File: src/design/lbs_pkg.sv
package lbs_pkg;

  localparam int WORD_W    = 32;
  localparam int MAT_WORDS = 12;
  localparam int LANE_MAX  = 4;
  localparam int PROD_W    = 64;
  localparam int XSUM_W    = 67;
  localparam int WGT_W     = 16;
  localparam int WPROD_W   = 48;
  localparam int MSUM_W    = 51;
  localparam int RND_Q16   = 32768;
  localparam int RND_Q15   = 16384;

  localparam logic [1:0] OP_WRITE = 2'd0;
  localparam logic [1:0] OP_POINT = 2'd1;
  localparam logic [1:0] OP_DIR   = 2'd2;

  typedef struct packed {
    logic [1:0]               operation;
    logic [6:0]               matrix_slot;
    logic [3:0]               matrix_element;
    logic signed [WORD_W-1:0] in_x;
    logic signed [WORD_W-1:0] in_y;
    logic signed [WORD_W-1:0] in_z;
    logic [31:0]              joint_ids;
    logic [63:0]              joint_weight_set;
  } req_t;

  typedef struct packed {
    logic signed [WORD_W-1:0] out_x;
    logic signed [WORD_W-1:0] out_y;
    logic signed [WORD_W-1:0] out_z;
    logic                     joint_fault;
  } rsp_t;

  function automatic logic signed [WORD_W-1:0] sat32(input logic signed [63:0] x);
    if (x > 64'sh0000_0000_7FFF_FFFF) return 32'sh7FFF_FFFF;
    if (x < 64'shFFFF_FFFF_8000_0000) return 32'sh8000_0000;
    return 32'(x);
  endfunction

endpackage

File: src/design/lbs_merge.sv
module lbs_merge #(
  parameter int LANES = 4
) (
  input  logic                                clk_i,
  input  logic                                en_i,
  input  logic                                pass_i,
  input  logic                                fault_i,
  input  logic signed [lbs_pkg::WORD_W-1:0]   vec_i [3],
  input  logic signed [lbs_pkg::WPROD_W-1:0]  wsum_i [LANES][3],
  output lbs_pkg::rsp_t                       rsp_o
);
  import lbs_pkg::*;

  logic signed [MSUM_W-1:0] sum_d [3];
  logic signed [WORD_W-1:0] blend_d [3];
  rsp_t                     rsp_q;

  always_comb begin
    for (int c = 0; c < 3; c++) begin
      sum_d[c] = MSUM_W'(RND_Q15);
      for (int l = 0; l < LANES; l++) begin
        sum_d[c] = sum_d[c] + MSUM_W'(wsum_i[l][c]);
      end
      blend_d[c] = pass_i ? vec_i[c] : sat32(64'(sum_d[c] >>> 15));
    end
  end

  always_ff @(posedge clk_i) begin
    if (en_i) begin
      rsp_q.out_x       <= blend_d[0];
      rsp_q.out_y       <= blend_d[1];
      rsp_q.out_z       <= blend_d[2];
      rsp_q.joint_fault <= fault_i;
    end
  end

  assign rsp_o = rsp_q;

endmodule

File: config.mk
export PLATFORM = sky130hd
export DESIGN_NAME = lbs_merge
export DESIGN_NICKNAME = d
export VERILOG_FILES = /design/src/design/lbs_pkg.sv /design/src/design/lbs_merge.sv
export SDC_FILE = /design/constraint.sdc
export NUM_CORES = 1
export LEC_CHECK = 0
export BUFFER_PORTS_ARGS = -buffer_cell sky130_fd_sc_hd__buf_2
export CAP_MARGIN = 10
export CORE_AREA = 3 3 303 305
export DETAILED_ROUTE_END_ITERATION = 7
export DIE_AREA = 0 0 306 308
export GPL_ROUTABILITY_DRIVEN = 1
export PLACE_DENSITY_LB_ADDON = 0.2
export SYNTH_ARGS = -nofsm -noshare
export SYNTH_HDL_FRONTEND = slang
export SYNTH_SLANG_ARGS = --single-unit
File: constraint.sdc
create_clock -name clk_i -period 6.9 [get_ports clk_i]
set_clock_uncertainty 0.05 [all_clocks]
set_input_delay 1.38 -clock clk_i [delete_from_list [all_inputs] [get_ports clk_i]]
set_output_delay 1.38 -clock clk_i [all_outputs]
set_load 0.01 [all_outputs]
# Yosys cells after proc, flatten, opt, wreduce, memory -nomap -nowiden
# Cells that the tools add are included.
word_totals:
  register_bits: 97
  input_bits: 676
  output_inout_bits: 97
  wordCells: 46
classes:
  n_addsub: 12
  magnitude_cmp: 6
  mux: 24
op_table:
  columns: ["operator", "n"]
  rows:
  - ["32-bit 2-to-1 mux", 15]
  - ["50-bit by 48-bit adder with 51-bit output", 3]
  - ["51-bit by 48-bit adder with 51-bit output", 3]
  - ["49-bit by 48-bit adder with 50-bit output", 3]
  - ["16-bit by 48-bit adder with 49-bit output, first input constant", 3]
  - ["36-bit by 32-bit > comparator with 1-bit output, second input constant", 3]
  - ["36-bit by 32-bit less-than comparator with 1-bit output, second input constant", 3]
  - ["1-bit 2-to-1 mux", 9]

# Longest topological paths before layout
depth:
  word_depth: 10
  ltp_mapped: 20
  depth_no_buf: 17

# Least setup slack after synthesis
# Ideal clock, no wire load.
synth_path:
  kind: "input-to-reg"
  startpoint: "input port wsum_i[109] in the netlist's numbering"
  endpoint: "register rsp_q (netlist bit rsp_o[94]) (data pin)"
  setup_ns: 0.261
  arrival_ns: 5.604
  t_required_ns: 6.589
  slack_ns: 0.985
  cell_stages: 18
  n_path_buf: 1
  cell_sequence: "inv_1 > fa_1 > inv_1 > fa_1 > fa_1 > ha_1 > and4_1 > o2111a_1 > o221ai_1 > a31o_2 > o21ai_1 > o221ai_1 > o21ai_1 > a31oi_1 > xnor2_1 > o31a_1 > buf_2 > a221o_1"
synth_lines:
  columns: ["item", "line", "rtl"]
  rows:
  - ["from (decl)", "lbs_merge.sv:9", "input logic signed [lbs_pkg::WPROD_W-1:0] wsum_i [LANES][3],"]
  - ["to (decl)", "lbs_merge.sv:16", "rsp_t rsp_q;"]

==> out/metrics.yaml <==
timing:
  setup_viol: 0
  final.setup.tns_ps: 0
  slew-limit-headroom_pct: 32.5
  fmax_mhz: 151
  report.final.hold_viol_count: 0
  grt_setup_unrepaired: "false"
  fin_crit_ps: 6610
  worst_pin_slew_ps: 1010
  finalCritPeriodShare_pct: 95.9
  holdWs_ps: 1110
  timing.final.max_slew_violations: 0
synthesis:
  async_flop_share_pct: 0
  synthesis.instances: 2328
  syn_avg_cell_area_um2: 9.14
  synth-edff-count: 97
  syn_area_um2: 21300
  synthTopCellsByCount: "inv_1 (551), fa_1 (288), ha_1 (285)"
  ys.flop_type: "edfxtp_1"
  yosysWarningCount: 0
  synthDistinctLibCells: 80
  syn_nets: 3577
  synth_top_area_cell: "fa_1"
  yosysMostFrequentCell: "inv_1"
  synth_area_leaders: "fa_1 (27%), ha_1 (17%), edfxtp_1 (14%)"
  ys_seq_elements: 97
  ys_seq_area_share_pct: 13.7
  yosysTopAreaCellShare_pct: 27.1
power_and_ir_drop:
  ir_worst_vdd_mv: 0.154
  power_w: 0.00858
  power.leakage_nw: 14.2
  p_per_area_nw_per_um2: 318
placed_design:
  dp_cells: 4234
  globalplace.congestion: 0.872
  io_buffers: 772
  dp_hpwl_um: 74000
  post_dp_cell_area_um2: 26600
worst_setup_path:
  cp-end-kind: "register"
  critPathBufInv: 4
  cp_top_family: "compound AO/OA/AOI/OAI gates"
  critPathArrivalTime_ps: 6810
  critPathSlowestCell: "a31o_2"
  cpPeakStageDelay_ps: 690
  path_class: "in -> reg"
  startpoint_type: "primary input"
  cp_data_required_time_ps: 7090
  critPathMaxFanout: 31
  cp_cell_sequence: "buf_2 -> inv_1 -> fa_1 -> inv_1 -> fa_1 -> ha_1 -> ha_1 -> a21oi_1 -> o21ai_0 -> a211oi_1 -> a211oi_1 -> buf_4 -> nor3_1 -> nor2_1 -> a31o_1 -> xnor2_1 -> nor3_1 -> a31o_2 -> a221o_1"
clock_network:
  cts_tree: "done"
  cts_num_sinks: 97
  cts-root-buf: "clkbuf_16"
  htreeDepth: 3
  cts-buffers-inserted: 9
  postCtsHoldBufs: 0
  clk_path_buf_depth: 2
  cts_resized: 0
  postCtsSetupRepairBufs: 0
  path_clk_slew_ps: 90
global_routing:
  grt_pass1_wl_um: 122000
  grt-ovfl-total: 0
  grt_pass1_vias: 20300
  grt_usage_pct: 17.2
  antenna_found_initial: 42
  grt_start_max_net_pins: 80
finish:
  stdcell_area_um2: 26900
  num-nets-final: 4318
  finalNonFillerCells: 4273
  fill_cells: 9734
  syn_to_final_growth_pct: 26.6
  largest_reg_flops: 97
  drive_above_1_share_pct: 28.0
die:
  dieArea_um2: 94200
  initial_core_util_pct: 23.7
  rows: 110
  fp.dieH_um: 308
  die_width_um: 306
  coreArea_um2: 89600
  ios: 773
drt:
  drc_errors: 0
  ant_nets: 0
  vias: 19400
  wl_um: 83300
  drtPass1Iterations: 6
  viasPerCell: 4.55
  first_iter_violations: 1099
  wire_per_inst_um: 19.5
flow_run:
  maxCapViolations: 0
status:
  status: "completed"
hold_path:
  hold_class: "in -> reg"
-- metal layers --
| metal | wire length [um] | track usage [%] | vias to the layer above | share of wire [%] |
|---|---|---|---|---|
| li1 | - | - | 9331 | - |
| met1 | 33300 | 20.8 | 9271 | 40 |
| met2 | 41200 | 30.3 | 736 | 49 |
| met3 | 6990 | 4.69 | 84 | 8.4 |
| met4 | 1600 | 4.18 | 20 | 1.9 |
| met5 | 127 | 0 | - | 0.15 |
-- report_power, final --
part,leakage (nW),total (W),switching [W],internal [W]
Combinational,13.1,0.00688,0.00417,0.00271
Clock,0.148,0.000594,0.000307,0.000287
Sequential,0.946,0.00110,0.0000935,0.00101
Total,14.2,0.00858,0.00457,0.00401
-- layout make-up --
type	instances	area (um^2)	share of cell area (%)
Antenna cell	23	57.6	0.214
Clock buffer	9	225	0.836
Clock inverter	7	80.1	0.297
Inverter	551	2070	7.68
Multi-Input combinational cell	1615	16000	59.5
Sequential cell	97	2910	10.8
Tap cell	1176	1470	5.46
Timing Repair Buffer	795	4100	15.2
-- cell usage in the layout (no fill, tap or decap), types with 6 or more instances in the layout --
| cell | n |
|---|---|
| a221o_1 | 34 |
| o211ai_1 | 9 |
| buf_4 | 19 |
| clkbuf_16 | 9 |
| o211ai_2 | 30 |
| and2_1 | 10 |
| o21bai_1 | 21 |
| nand2_1 | 139 |
| o31ai_1 | 7 |
| o21a_1 | 14 |
| nor3_1 | 49 |
| nand2b_1 | 9 |
| diode_2 | 23 |
| nor2_1 | 62 |
| nor4_1 | 6 |
| buf_2 | 770 |
| a211o_1 | 34 |
| o21ai_1 | 20 |
| a211oi_1 | 20 |
| a21o_1 | 53 |
| nand4_1 | 24 |
| a31o_2 | 6 |
| xor2_1 | 45 |
| inv_1 | 551 |
| o22ai_1 | 6 |
| fa_1 | 288 |
| nor2b_1 | 17 |
| nand3_1 | 22 |
| xnor2_1 | 57 |
| a21oi_1 | 149 |
| a31oi_1 | 19 |
| edfxtp_1 | 97 |
| and3_1 | 23 |
| ha_1 | 285 |
| o21ai_0 | 75 |
-- final timing paths --
path               startpoint                   to  slack, ps  cells past startpoint
setup / recovery  wsum_i[113]  rsp_o[69]$_DFFE_PP_        290                     19
hold / removal        fault_i   rsp_o[0]$_DFFE_PP_       1110                      1
-- logic make-up (layout without fill, tap and decap cells) --
| logic type | Yosys count | in the layout | synth area share [%] |
|---|---|---|---|
| DFF | 97 | 97 | 13.7 |
| xor gates and xnor gates | 102 | 102 | 4.20 |
| other | 0 | 23 | 0 |
| AOI/OAI and AO/OA | 545 | 545 | 18.0 |
| adders and majority gates | 573 | 573 | 43.9 |
| buffers and inverters | 616 | 1362 | 11.1 |
| and+or+nand+nor | 392 | 392 | 9.01 |
| muxes | 3 | 3 | 0.153 |
-- through the flow --
| step | setup slack, ps | utilization (%) |
|---|---|---|
| 6_report | 286 | 30.1 |
| 5_1_grt | 172 | 30.0 |
| 4_1_cts | 418 | 30.0 |
| 3_5_place_dp | 35.2 | 29.7 |
| 3_3_place_gp | 34.5 | 29.7 |
| 2_1_floorplan | 985 | - |
Power figures use the tool's default switching activity.
